`config.mk`:
```
export PLATFORM = sky130hd
export DESIGN_NAME = source_token_scanner
export DESIGN_NICKNAME = d
export VERILOG_FILES = /design/src/hdl/tst_pkg.sv /design/src/hdl/tst_core.sv /design/src/hdl/tst_out_fifo.sv /design/src/hdl/source_token_scanner.sv
export SDC_FILE = /design/constraint.sdc
export NUM_CORES = 1
export LEC_CHECK = 0
export BUFFER_PORTS_ARGS = -buffer_cell sky130_fd_sc_hd__buf_2
export CAP_MARGIN = 10
export CORE_ASPECT_RATIO = 1.5
export CORE_UTILIZATION = 50
export DETAILED_ROUTE_END_ITERATION = 12
export GPL_TIMING_DRIVEN = 0
export PLACE_DENSITY = 0.64
export REMOVE_ABC_BUFFERS = 1
export SLEW_MARGIN = 10
export SYNTH_ARGS = -nofsm -noshare
export SYNTH_HDL_FRONTEND = slang
export SYNTH_SLANG_ARGS = --single-unit
```
`constraint.sdc`:
```
create_clock -name clk_i -period 8.47 [get_ports clk_i]
set_input_delay 0.4235 -clock clk_i [delete_from_list [all_inputs] [get_ports clk_i]]
set_output_delay 0.4235 -clock clk_i [all_outputs]
set_load 0.01 [all_outputs]
```
`src/hdl/tst_pkg.sv`:
```
// Shared types, token codes and character classification for the token scanner.
`default_nettype none

package tst_pkg;

  localparam int unsigned KwChars   = 8;
  localparam int unsigned ValueBits = 32;
  localparam int unsigned ValW      = ValueBits - 1;
  localparam int unsigned WinW      = 8 * KwChars;
  localparam int unsigned LenW      = $clog2(KwChars + 2);

  localparam logic [ValW-1:0] ValueMax = '1;

  localparam logic [5:0] KIND_AND_AND = 6'd22;
  localparam logic [5:0] KIND_OR_OR   = 6'd23;
  localparam logic [5:0] KIND_NUMBER  = 6'd33;
  localparam logic [5:0] KIND_IDENT   = 6'd34;
  localparam logic [5:0] KIND_EOF     = 6'd53;
  localparam logic [5:0] KIND_NONE    = 6'd63;

  localparam logic [4:0] DIGIT_NONE = 5'h1f;

  typedef enum logic [3:0] {
    MODE_IDLE, MODE_OP, MODE_LCOM, MODE_BCOM, MODE_BSTAR, MODE_ZERO,
    MODE_DEC, MODE_SEP, MODE_PFX, MODE_PDIG, MODE_IDENT
  } mode_e;

  typedef struct packed {
    logic [5:0]      kind;
    logic [ValW-1:0] value;
    logic [15:0]     line;
    logic [15:0]     scol;
    logic [15:0]     ecol;
    logic            bad;
    logic            last;
  } tok_t;

  function automatic logic [5:0] punct_kind(logic [7:0] c);
    case (c)
      "(": return 6'd0;
      ")": return 6'd1;
      "[": return 6'd2;
      "]": return 6'd3;
      "{": return 6'd4;
      "}": return 6'd5;
      ":": return 6'd6;
      ";": return 6'd7;
      ".": return 6'd8;
      ",": return 6'd9;
      "^": return 6'd10;
      default: return KIND_NONE;
    endcase
  endfunction

  function automatic logic is_op(logic [7:0] c);
    return c inside {"+", "-", "*", "/", "%", "!", ">", "<", "=", "&", "|"};
  endfunction

  function automatic logic [5:0] op_kind(logic [7:0] p);
    case (p)
      "+": return 6'd11;
      "-": return 6'd12;
      "*": return 6'd13;
      "/": return 6'd14;
      "%": return 6'd15;
      "!": return 6'd16;
      ">": return 6'd17;
      "<": return 6'd18;
      "=": return 6'd19;
      "&": return 6'd20;
      default: return 6'd21;
    endcase
  endfunction

  function automatic logic [5:0] assign_kind(logic [7:0] p);
    case (p)
      "+": return 6'd24;
      "-": return 6'd25;
      "*": return 6'd26;
      "/": return 6'd27;
      "%": return 6'd28;
      "!": return 6'd29;
      ">": return 6'd30;
      "<": return 6'd31;
      "=": return 6'd32;
      default: return KIND_NONE;
    endcase
  endfunction

  function automatic logic [4:0] radix_base(logic [1:0] r);
    case (r)
      2'd1: return 5'd2;
      2'd2: return 5'd8;
      2'd3: return 5'd16;
      default: return 5'd10;
    endcase
  endfunction

  function automatic logic [4:0] digit_of(logic [7:0] c, logic [4:0] base);
    logic [4:0] v;
    v = DIGIT_NONE;
    if (c inside {["0":"9"]}) v = 5'(c - 8'h30);
    else if (c inside {["a":"f"]}) v = 5'(c - 8'h57);
    return (v < base) ? v : DIGIT_NONE;
  endfunction

  function automatic logic is_word(logic [7:0] c);
    return c inside {["a":"z"], ["A":"Z"], ["0":"9"], "_"};
  endfunction

  // First character into the lowest byte, zero padded.
  function automatic logic [WinW-1:0] kw_pack(logic [WinW-1:0] s, int n);
    logic [WinW-1:0] w;
    w = '0;
    for (int i = 0; i < KwChars; i++) begin
      if (i < n) w[8*i +: 8] = s[8*(n-1-i) +: 8];
    end
    return w;
  endfunction

  function automatic logic [5:0] kw_kind(logic [WinW-1:0] w, logic [LenW-1:0] n);
    logic [5:0] k;
    k = KIND_IDENT;
    if (n == LenW'(3) && w == kw_pack("let", 3)) k = 6'd35;
    if (n == LenW'(4) && w == kw_pack("func", 4)) k = 6'd36;
    if (n == LenW'(6) && w == kw_pack("return", 6)) k = 6'd37;
    if (n == LenW'(7) && w == kw_pack("package", 7)) k = 6'd38;
    if (n == LenW'(6) && w == kw_pack("static", 6)) k = 6'd39;
    if (n == LenW'(2) && w == kw_pack("if", 2)) k = 6'd40;
    if (n == LenW'(4) && w == kw_pack("else", 4)) k = 6'd41;
    if (n == LenW'(5) && w == kw_pack("while", 5)) k = 6'd42;
    if (n == LenW'(2) && w == kw_pack("do", 2)) k = 6'd43;
    if (n == LenW'(6) && w == kw_pack("switch", 6)) k = 6'd44;
    if (n == LenW'(3) && w == kw_pack("for", 3)) k = 6'd45;
    if (n == LenW'(7) && w == kw_pack("foreach", 7)) k = 6'd46;
    if (n == LenW'(5) && w == kw_pack("break", 5)) k = 6'd47;
    if (n == LenW'(8) && w == kw_pack("breakall", 8)) k = 6'd48;
    if (n == LenW'(8) && w == kw_pack("continue", 8)) k = 6'd49;
    if (n == LenW'(4) && w == kw_pack("loop", 4)) k = 6'd50;
    if (n == LenW'(2) && w == kw_pack("in", 2)) k = 6'd51;
    if (n == LenW'(4) && w == kw_pack("true", 4)) k = 6'd52;
    if (n == LenW'(5) && w == kw_pack("false", 5)) k = 6'd52;
    return k;
  endfunction

endpackage

`default_nettype wire

```
`src/hdl/tst_core.sv`:
```
// Scanner state registers and the single-pass next-state and token logic.
`default_nettype none

module tst_core import tst_pkg::*; (
  input  wire logic        clk_i,
  input  wire logic        rst_ni,
  input  wire logic        step_i,
  input  wire logic [7:0]  char_i,
  input  wire logic        eoi_i,
  input  wire logic        cfg_we_i,
  input  wire logic [15:0] cfg_wdata_i,
  output tok_t             tok0_o,
  output tok_t             tok1_o,
  output logic [1:0]       tok_cnt_o
);

  mode_e           mode_q, mode_d;
  logic [7:0]      pend_q, pend_d;
  logic [ValW-1:0] acc_q, acc_d;
  logic [1:0]      radix_q, radix_d;
  logic [WinW-1:0] win_q, win_d;
  logic [LenW-1:0] wlen_q, wlen_d;
  logic [15:0]     line_q, line_d;
  logic [15:0]     col_q, col_d;
  logic [15:0]     tstart_q, tstart_d;
  logic            err_q, err_d;

  logic            fin_vld;
  tok_t            fin_tok;
  logic            a_vld, b_vld;
  tok_t            a_tok, b_tok;
  logic [15:0]     col_inc, line_inc;
  logic [4:0]      base, dig;
  logic [ValW+4:0] acc_sum;
  logic [ValW-1:0] acc_nxt;
  logic            acc_ovf;
  logic [5:0]      pk;

  assign col_inc  = (col_q == 16'hffff) ? col_q : col_q + 16'd1;
  assign line_inc = (line_q == 16'hffff) ? line_q : line_q + 16'd1;

  // Token left open by the current state, flushed when the byte cannot extend it or at end of input.
  always_comb begin
    fin_vld = 1'b1;
    fin_tok = '0;
    fin_tok.line = line_q;
    fin_tok.scol = tstart_q;
    fin_tok.ecol = col_q;
    case (mode_q)
      MODE_OP: begin
        fin_tok.kind = op_kind(pend_q);
        fin_tok.ecol = tstart_q;
      end
      MODE_SEP, MODE_PFX: begin
        fin_tok.kind  = KIND_NUMBER;
        fin_tok.value = acc_q;
        fin_tok.bad   = 1'b1;
      end
      MODE_ZERO, MODE_DEC, MODE_PDIG: begin
        fin_tok.kind  = KIND_NUMBER;
        fin_tok.value = acc_q;
        fin_tok.bad   = err_q;
      end
      MODE_IDENT: fin_tok.kind = kw_kind(win_q, wlen_q);
      default:    fin_vld = 1'b0;
    endcase
  end

  // Saturating multiply-add by a base of 2, 8, 10 or 16.
  always_comb begin
    base = (mode_q == MODE_PFX || mode_q == MODE_PDIG) ? radix_base(radix_q) : 5'd10;
    dig  = digit_of(char_i, base);
    case (base)
      5'd2:    acc_sum = {4'd0, acc_q, 1'b0};
      5'd8:    acc_sum = {2'd0, acc_q, 3'd0};
      5'd16:   acc_sum = {1'd0, acc_q, 4'd0};
      default: acc_sum = {2'd0, acc_q, 3'd0} + {4'd0, acc_q, 1'b0};
    endcase
    acc_sum = acc_sum + {(ValW+1)'(0), dig[3:0]};
    acc_ovf = acc_sum > {5'd0, ValueMax};
    acc_nxt = acc_ovf ? ValueMax : acc_sum[ValW-1:0];
  end

  always_comb begin
    logic rescan;
    rescan   = 1'b0;
    mode_d   = mode_q;
    pend_d   = pend_q;
    acc_d    = acc_q;
    radix_d  = radix_q;
    win_d    = win_q;
    wlen_d   = wlen_q;
    line_d   = line_q;
    col_d    = col_q;
    tstart_d = tstart_q;
    err_d    = err_q;
    a_vld    = 1'b0;
    a_tok    = '0;
    b_vld    = 1'b0;
    b_tok    = '0;
    pk       = punct_kind(char_i);
    if (step_i) begin
      if (eoi_i) begin
        a_vld      = fin_vld;
        a_tok      = fin_tok;
        mode_d     = MODE_IDLE;
        line_d     = line_inc;
        b_vld      = 1'b1;
        b_tok.kind = KIND_EOF;
        b_tok.line = line_inc;
      end else begin
        col_d = col_inc;
        case (mode_q)
          MODE_OP: begin
            if (pend_q == "/" && char_i == "/") begin
              mode_d = MODE_LCOM;
            end else if (pend_q == "/" && char_i == "*") begin
              mode_d = MODE_BCOM;
            end else if (char_i == "=" && assign_kind(pend_q) != KIND_NONE) begin
              a_vld      = 1'b1;
              a_tok.kind = assign_kind(pend_q);
              mode_d     = MODE_IDLE;
            end else if (char_i == pend_q && (char_i == "&" || char_i == "|")) begin
              a_vld      = 1'b1;
              a_tok.kind = (char_i == "&") ? KIND_AND_AND : KIND_OR_OR;
              mode_d     = MODE_IDLE;
            end else begin
              rescan = 1'b1;
            end
            a_tok.line = line_q;
            a_tok.scol = tstart_q;
            a_tok.ecol = col_inc;
          end
          MODE_LCOM: begin
            if (char_i == 8'h0a) begin
              line_d = line_inc;
              col_d  = '0;
              mode_d = MODE_IDLE;
            end
          end
          MODE_BCOM, MODE_BSTAR: begin
            if (mode_q == MODE_BSTAR && char_i == "/") begin
              mode_d = MODE_IDLE;
            end else if (char_i == "*") begin
              mode_d = MODE_BSTAR;
            end else begin
              mode_d = MODE_BCOM;
              if (char_i == 8'h0a) begin
                line_d = line_inc;
                col_d  = '0;
              end
            end
          end
          MODE_ZERO, MODE_DEC, MODE_SEP: begin
            if (mode_q == MODE_ZERO && char_i inside {"b", "o", "d", "x"}) begin
              case (char_i)
                "b":     radix_d = 2'd1;
                "o":     radix_d = 2'd2;
                "x":     radix_d = 2'd3;
                default: radix_d = 2'd0;
              endcase
              mode_d = MODE_PFX;
            end else if (dig != DIGIT_NONE) begin
              acc_d  = acc_nxt;
              err_d  = err_q | acc_ovf;
              mode_d = MODE_DEC;
            end else if (char_i == "_" && mode_q != MODE_SEP) begin
              mode_d = MODE_SEP;
            end else begin
              rescan = 1'b1;
            end
          end
          MODE_PFX, MODE_PDIG: begin
            if (dig != DIGIT_NONE) begin
              acc_d  = acc_nxt;
              err_d  = err_q | acc_ovf;
              mode_d = MODE_PDIG;
            end else begin
              rescan = 1'b1;
            end
          end
          MODE_IDENT: begin
            if (is_word(char_i)) begin
              if (wlen_q < LenW'(KwChars)) win_d[8*wlen_q[$clog2(KwChars)-1:0] +: 8] = char_i;
              if (wlen_q <= LenW'(KwChars)) wlen_d = wlen_q + LenW'(1);
            end else begin
              rescan = 1'b1;
            end
          end
          default: rescan = 1'b1;
        endcase
        if (rescan) begin
          a_vld  = fin_vld;
          a_tok  = fin_tok;
          mode_d = MODE_IDLE;
          if (char_i == 8'h0a) begin
            line_d = line_inc;
            col_d  = '0;
          end else if (char_i == " " || char_i == 8'h09 || char_i == 8'h0d) begin
            col_d = col_inc;
          end else if (pk != KIND_NONE) begin
            b_vld      = 1'b1;
            b_tok.kind = pk;
            b_tok.line = line_q;
            b_tok.scol = col_inc;
            b_tok.ecol = col_inc;
          end else begin
            tstart_d = col_inc;
            err_d    = 1'b0;
            if (is_op(char_i)) begin
              pend_d = char_i;
              mode_d = MODE_OP;
            end else if (char_i inside {["0":"9"]}) begin
              acc_d   = ValW'(char_i - 8'h30);
              radix_d = 2'd0;
              mode_d  = (char_i == "0") ? MODE_ZERO : MODE_DEC;
            end else if (is_word(char_i)) begin
              win_d  = {{(WinW-8){1'b0}}, char_i};
              wlen_d = LenW'(1);
              mode_d = MODE_IDENT;
            end
          end
        end
      end
    end
    if (cfg_we_i) line_d = cfg_wdata_i;
  end

  always_comb begin
    tok0_o = a_vld ? a_tok : b_tok;
    tok1_o = b_tok;
    tok0_o.last = !(a_vld && b_vld);
    tok1_o.last = 1'b1;
    tok_cnt_o = 2'(a_vld) + 2'(b_vld);
  end

  always_ff @(posedge clk_i or negedge rst_ni) begin
    if (!rst_ni) begin
      mode_q   <= MODE_IDLE;
      pend_q   <= '0;
      acc_q    <= '0;
      radix_q  <= '0;
      win_q    <= '0;
      wlen_q   <= '0;
      line_q   <= 16'd1;
      col_q    <= '0;
      tstart_q <= '0;
      err_q    <= 1'b0;
    end else begin
      mode_q   <= mode_d;
      pend_q   <= pend_d;
      acc_q    <= acc_d;
      radix_q  <= radix_d;
      win_q    <= win_d;
      wlen_q   <= wlen_d;
      line_q   <= line_d;
      col_q    <= col_d;
      tstart_q <= tstart_d;
      err_q    <= err_d;
    end
  end

endmodule

`default_nettype wire

```
`src/hdl/tst_out_fifo.sv`:
```
// Four-entry result queue taking up to two tokens and giving one per cycle while the consumer is ready.
`default_nettype none

module tst_out_fifo import tst_pkg::*; (
  input  wire logic       clk_i,
  input  wire logic       rst_ni,
  input  wire logic [1:0] push_cnt_i,
  input  tok_t            push0_i,
  input  tok_t            push1_i,
  output logic            room_o,
  output logic            valid_o,
  input  wire logic       pop_i,
  output tok_t            data_o
);

  tok_t       mem_q [4];
  logic [1:0] wr_q, rd_q;
  logic [2:0] cnt_q;
  logic       pop;

  assign valid_o = cnt_q != 3'd0;
  assign room_o  = cnt_q <= 3'd2;
  assign pop     = pop_i && valid_o;
  assign data_o  = mem_q[rd_q];

  always_ff @(posedge clk_i) begin
    if (push_cnt_i != 2'd0) mem_q[wr_q] <= push0_i;
    if (push_cnt_i == 2'd2) mem_q[wr_q + 2'd1] <= push1_i;
  end

  always_ff @(posedge clk_i or negedge rst_ni) begin
    if (!rst_ni) begin
      wr_q  <= '0;
      rd_q  <= '0;
      cnt_q <= '0;
    end else begin
      wr_q  <= wr_q + push_cnt_i;
      rd_q  <= rd_q + 2'(pop);
      cnt_q <= cnt_q + 3'(push_cnt_i) - 3'(pop);
    end
  end

  a_cnt_bound: assert property (@(posedge clk_i) disable iff (!rst_ni) cnt_q <= 3'd4)
    else $error("result queue count out of range");
  a_no_overrun: assert property (@(posedge clk_i) disable iff (!rst_ni)
    push_cnt_i != 2'd0 |-> room_o)
    else $error("push into full result queue");
  a_ptr_track: assert property (@(posedge clk_i) disable iff (!rst_ni)
    cnt_q == 3'd0 || cnt_q == 3'd4 || 2'(cnt_q) == wr_q - rd_q)
    else $error("queue pointers disagree with count");

endmodule

`default_nettype wire

```
`src/hdl/source_token_scanner.sv`:
```
// Top level: input request register, scanner core and result queue.
// A byte request passes through the input request register and the result queue before reaching m_axis.
// Throughput: one byte per cycle while the result queue has room, the scanner making a single pass per byte.
// A byte that yields two tokens gives them out one after the other, the first with tlast low.
// Reset: asynchronous, active low; idle scan state, line counter 1, columns 0.
`default_nettype none

module source_token_scanner import tst_pkg::*; (
  input  wire logic        clk_i,
  input  wire logic        rst_ni,
  input  wire logic        s_axis_tvalid,
  output logic             s_axis_tready,
  input  wire logic [7:0]  s_axis_tdata,   // char_byte
  input  wire logic        s_axis_tuser,   // end_of_input
  output logic             m_axis_tvalid,
  input  wire logic        m_axis_tready,
  output logic [79:0]      m_axis_tdata,   // number_value, line_number, start_column,
                                           // end_column, zero pad
  output logic [6:0]       m_axis_tuser,   // token_kind, malformed
  output logic             m_axis_tlast,
  input  wire logic        cfg_we_i,
  input  wire logic [15:0] cfg_wdata_i
);

  logic       in_vld_q;
  logic [7:0] in_char_q;
  logic       in_eoi_q;
  logic       room, fire;
  tok_t       tok0, tok1, out_tok;
  logic [1:0] tok_cnt;

  assign fire          = in_vld_q && room;
  assign s_axis_tready = !in_vld_q || fire;

  always_ff @(posedge clk_i or negedge rst_ni) begin
    if (!rst_ni) begin
      in_vld_q <= 1'b0;
    end else if (s_axis_tready) begin
      in_vld_q <= s_axis_tvalid;
    end
  end

  always_ff @(posedge clk_i) begin
    if (s_axis_tready && s_axis_tvalid) begin
      in_char_q <= s_axis_tdata;
      in_eoi_q  <= s_axis_tuser;
    end
  end

  tst_core u_core (
    .clk_i      (clk_i),
    .rst_ni     (rst_ni),
    .step_i     (fire),
    .char_i     (in_char_q),
    .eoi_i      (in_eoi_q),
    .cfg_we_i   (cfg_we_i),
    .cfg_wdata_i(cfg_wdata_i),
    .tok0_o     (tok0),
    .tok1_o     (tok1),
    .tok_cnt_o  (tok_cnt)
  );

  tst_out_fifo u_fifo (
    .clk_i     (clk_i),
    .rst_ni    (rst_ni),
    .push_cnt_i(fire ? tok_cnt : 2'd0),
    .push0_i   (tok0),
    .push1_i   (tok1),
    .room_o    (room),
    .valid_o   (m_axis_tvalid),
    .pop_i     (m_axis_tready),
    .data_o    (out_tok)
  );

  assign m_axis_tdata = {1'b0, out_tok.ecol, out_tok.scol, out_tok.line, out_tok.value};
  assign m_axis_tuser = {out_tok.bad, out_tok.kind};
  assign m_axis_tlast = out_tok.last;

endmodule

`default_nettype wire

```
==> impl_metrics.env <==
export IMPL_cp_required_ps=8770
export IMPL_synth_edf_count=225
export IMPL_initial_utilization_pct=50.5
export IMPL_antenna_found_initial=0
export IMPL_drive_above_1_share_pct=13.7
export IMPL_ioPinCount=120
export IMPL_cts_buffers_inserted=52
export IMPL_status="finished, final reports clean"
export IMPL_grt_overflow_total=0
export IMPL_cp_end_kind="flip-flop"
export IMPL_path_cells="inv_1 -> ha_1 -> o21ba_2 -> o2111ai_4 -> nand3_1 -> xnor2_1 -> o21ai_0 -> ha_1 -> o21ai_0 -> or2_2 -> o211a_2 -> a21oi_2 -> nor3_4 -> buf_8 -> nor2_2 -> o21ai_4 -> inv_4 -> ha_1 -> nand2_1 -> nor4_1 -> nor2_4 -> buf_16 -> inv_4 -> buf_16"
export IMPL_rows=111
export IMPL_avgViaCountPerCell=6.57
export IMPL_hold_ws_ps=20.9
export IMPL_diodes=0
export IMPL_grt_busiest_layer="met2"
export IMPL_dp_cells=3927
export IMPL_cp_num_buf_inv=6
export IMPL_hold_path_class="in2reg"
export IMPL_async_flop_share_pct=32.3
export IMPL_holdPathStages=3
export IMPL_rsz0062_at_grt="no"
export IMPL_dpl_hpwl_mm=67.8
export IMPL_leakagePower_uw=0.0122
export IMPL_grt_use_met3_pct=4.41
export IMPL_remaining_drc_errors=0
export IMPL_fillCellCount=5396
export IMPL_first_pass_iters=5
export IMPL_ctsLongestPathBuffers=3
export IMPL_grt_max_degree=99
export IMPL_die_height_um=306
export IMPL_ff_latch_area_um2=13700
export IMPL_setup_tns_ps=0
export IMPL_worstRegToRegCells=24
export IMPL_path_clk_slew_ps=60
export IMPL_place_congestion=0.906
export IMPL_htreeDepth=2
export IMPL_syn_to_final_growth_pct=11.4
export IMPL_ys_types=117
export IMPL_seq_area_frac_synth_pct=44.2
export IMPL_cts_tree="built"
export IMPL_num_vias=26566
export IMPL_max_clock_freq_mhz=124
export IMPL_clock_root_buffer="clkbuf_16"
export IMPL_min_period_ps=8080
export IMPL_multi_input_area_um2=16200
export IMPL_crit_family="simple AND/OR/NAND/NOR gates"
export IMPL_max_cap_violations=0
export IMPL_core_area_um2=61100
export IMPL_r2r_start="in_char_q[0]$_DFFE_PP_"
export IMPL_worst_pin_slew_ps=1210
export IMPL_final_period_utilization_pct=95.4
export IMPL_gr_usage_met1_pct=36.3
export IMPL_cp_max_fo=48
export IMPL_slowest_stage="edfxtp_1"
export IMPL_avgSynthCellArea_um2=9.59
export IMPL_cpMostUsedCell="ha_1"
export IMPL_r2r_setup_slack_ps=390
export IMPL_relSlewSlack_pct=19.5
export IMPL_grt_pass1_wl_mm=154
export IMPL_dpl_instance_area_um2=32400
export IMPL_total_power_uw=9520
export IMPL_clk_latency_ps=630
export IMPL_wl_per_cell_um=24.6
export IMPL_min_from="cfg_wdata_i[4]"
export IMPL_stdcell_area_um2=34400
export IMPL_crit_type="reg2reg"
export IMPL_synth_flop_cell="edfxtp_1"
export IMPL_finalHoldViolations=0
export IMPL_setup_violations=0
export IMPL_drt_iter0_drc=2181
export IMPL_finalNetCount=3299
export IMPL_grt_met2_usage_pct=56.5
export IMPL_ant_nets=0
export IMPL_setup_worst_path_start_class="flip-flop"
export IMPL_hold_end="u_core.line_q[4]$_DFFE_PN0P_"
export IMPL_drt_wl_total_mm=99.5
export IMPL_slew_violations=0
export IMPL_clock_skew_ps=29.4
export IMPL_finalNonFillerCells=4042
export IMPL_p_per_area_nw_per_um2=277
export IMPL_ys_ff_latch=527
export IMPL_cts_sinks=527
export IMPL_yosys_warnings=0
export IMPL_synth_cells=3222
export IMPL_critical_path_arrival_ps=8380
export IMPL_critPathMaxStageDelay_ps=980
export IMPL_io_buffer_count=118
export IMPL_reg2reg_to="u_fifo.mem_q[1][3]$_DFFE_PP_"
export IMPL_grt_pass1_vias=26741
export IMPL_die_area_um2=62800
export IMPL_grt_total_usage_pct=31.6
export IMPL_worstSetupStartpoint="in_char_q[0]$_DFFE_PP_"
export IMPL_die_w_um=205
export IMPL_syn_cell_area_um2=30900
export IMPL_irDropWorstVdd_mv=0.197
[layer usage]
| metal | vias to the layer above | share of wire [%] |
|---|---|---|
| li1 | 12047 | - |
| met4 | 0 | 5.0 |
| met2 | 1115 | 52 |
| met5 | - | 0 |
| met1 | 13105 | 37 |
| met3 | 299 | 6.3 |
[worst max path at each step]
| stage | to | slack (ps) | cells after the start |
|---|---|---|---|
| floorplan | u_fifo.mem_q[1][46]$_DFFE_PP_ | -50 | 18 |
| global placement | u_fifo.mem_q[2][6]$_DFFE_PP_ | -6320 | 16 |
| detailed placement | u_fifo.mem_q[2][41]$_DFFE_PP_ | -1480 | 23 |
| CTS | u_fifo.mem_q[1][46]$_DFFE_PP_ | 330 | 26 |
| global route | u_fifo.mem_q[3][46]$_DFFE_PP_ | 10 | 25 |
| finish | u_fifo.mem_q[1][3]$_DFFE_PP_ | 390 | 24 |
[registers in the layout, summed over array words and instances, names as in the netlist]
register,cells
u_fifo.wr_q,2
u_core.tstart_q,16
u_core.pend_q,8
u_core.acc_q,31
in_eoi_q,1
in_char_q,8
u_core.col_q,16
u_core.line_q,16
u_fifo.cnt_q,3
u_core.err_q,1
u_core.mode_q,4
in_vld_q,1
u_core.radix_q,2
u_fifo.rd_q,2
u_fifo.mem_q,348
u_core.wlen_q,4
u_core.win_q,64
[worst min-delay path, stage by stage]
cell	delay, ps
buf_2	80
nand2_1	50
o21ai_0	60
[Yosys cell counts, types with 21 or more instances]
library cell  number  area (um^2)
dfrtp_1          169         4230
o22ai_1          110          688
nand2b_1          42          263
nor4_1            30          188
ha_1              58          726
and2_1            39          244
buf_2             61          305
nor2b_1           35          219
nand2_1          471         1770
xor2_1            38          333
and3_1            23          144
o2bb2ai_1         23          201
dfxtp_1          132         2640
edfxtp_1         225         6760
a211oi_1          28          210
mux4_2            87         1960
a22o_1            76          666
nand4_1           49          307
o21ai_0          347         1740
xnor2_1           49          429
mux2i_1           39          390
o21ai_1           27          135
nand3_1           80          400
nor3_1            60          300
a21oi_1          150          751
nor2_1           174          653
o31ai_1           21          158
o211ai_1          26          195
inv_1             53          199
clkbuf_1         151          567
[metrics by stage]
step	utilization, %	worst slack (ps)
floorplan	-	-48.4
global placement	51.4	-6320
detailed placement	53.1	-1480
CTS	56.2	331
global route	56.3	14.7
finish	56.3	388
[layout make-up]
class                      instances  area share, %
clock inverter                    28          0.898
multi-input combinational       2400           47.0
sequential                       527           39.7
timing repair buffer             171           4.63
clock buffer                      69           4.24
tap                              791           2.88
inverter                          56          0.647
[cells in the final DEF, fill, tap and decap left out, types with 13 or more instances in the layout]
master and count:
nor2b_1 35, nor3_1 58, or3_1 15, mux2i_1 39
dfxtp_1 132, or2_2 13, xnor2_1 49, o22ai_1 110
a22o_1 76, o31ai_1 21, nand4_1 49, mux4_2 87
a211oi_1 28, clkbuf_16 55, buf_2 117, a22oi_1 18
nor4_1 30, a21o_1 19, a21oi_1 149, inv_1 49
nand2b_1 41, and3_1 23, edfxtp_1 225, ha_1 58
nor2_1 167, dfrtp_1 165, nand3_1 79, buf_16 22
mux2_2 15, o21ai_0 347, o2bb2ai_1 23, o211ai_1 26
xor2_1 38, o21ai_1 25, and2_1 37, nand2_1 467
[what timing repair did]
action                                  4_1_cts  5_1_grt
pin swaps                                     1        0
hold buffers                                 11        0
endpoints found under the setup margin      550      210
endpoints found under the hold margin        82        0
resized for setup                             7        0
setup buffers                                 1        6
[logic make-up (layout without fill, tap and decap cells)]
group | after synthesis | in the layout | share of synthesized area [%]
AO/OA/AOI/OAI | 982 | 982 | 20.5
XOR/XNOR | 87 | 87 | 2.47
adder cells (fa/ha/maj) | 61 | 61 | 2.54
buffers and inverters | 295 | 324 | 4.00
flip-flops | 527 | 527 | 44.2
multiplexers | 145 | 145 | 8.34
other | 1 | 1 | 0.0121
AND/OR/NAND/NOR | 1124 | 1124 | 17.9
[power breakdown]
part	internal (uW)	total (uW)	leakage (uW)	switching (uW)
Combinational	1440	3640	0.00593	2200
Sequential	2880	3420	0.00541	539
Clock	1400	2460	0.000854	1060
Total	5720	9520	0.0122	3790
Power figures use the tool's default switching activity.
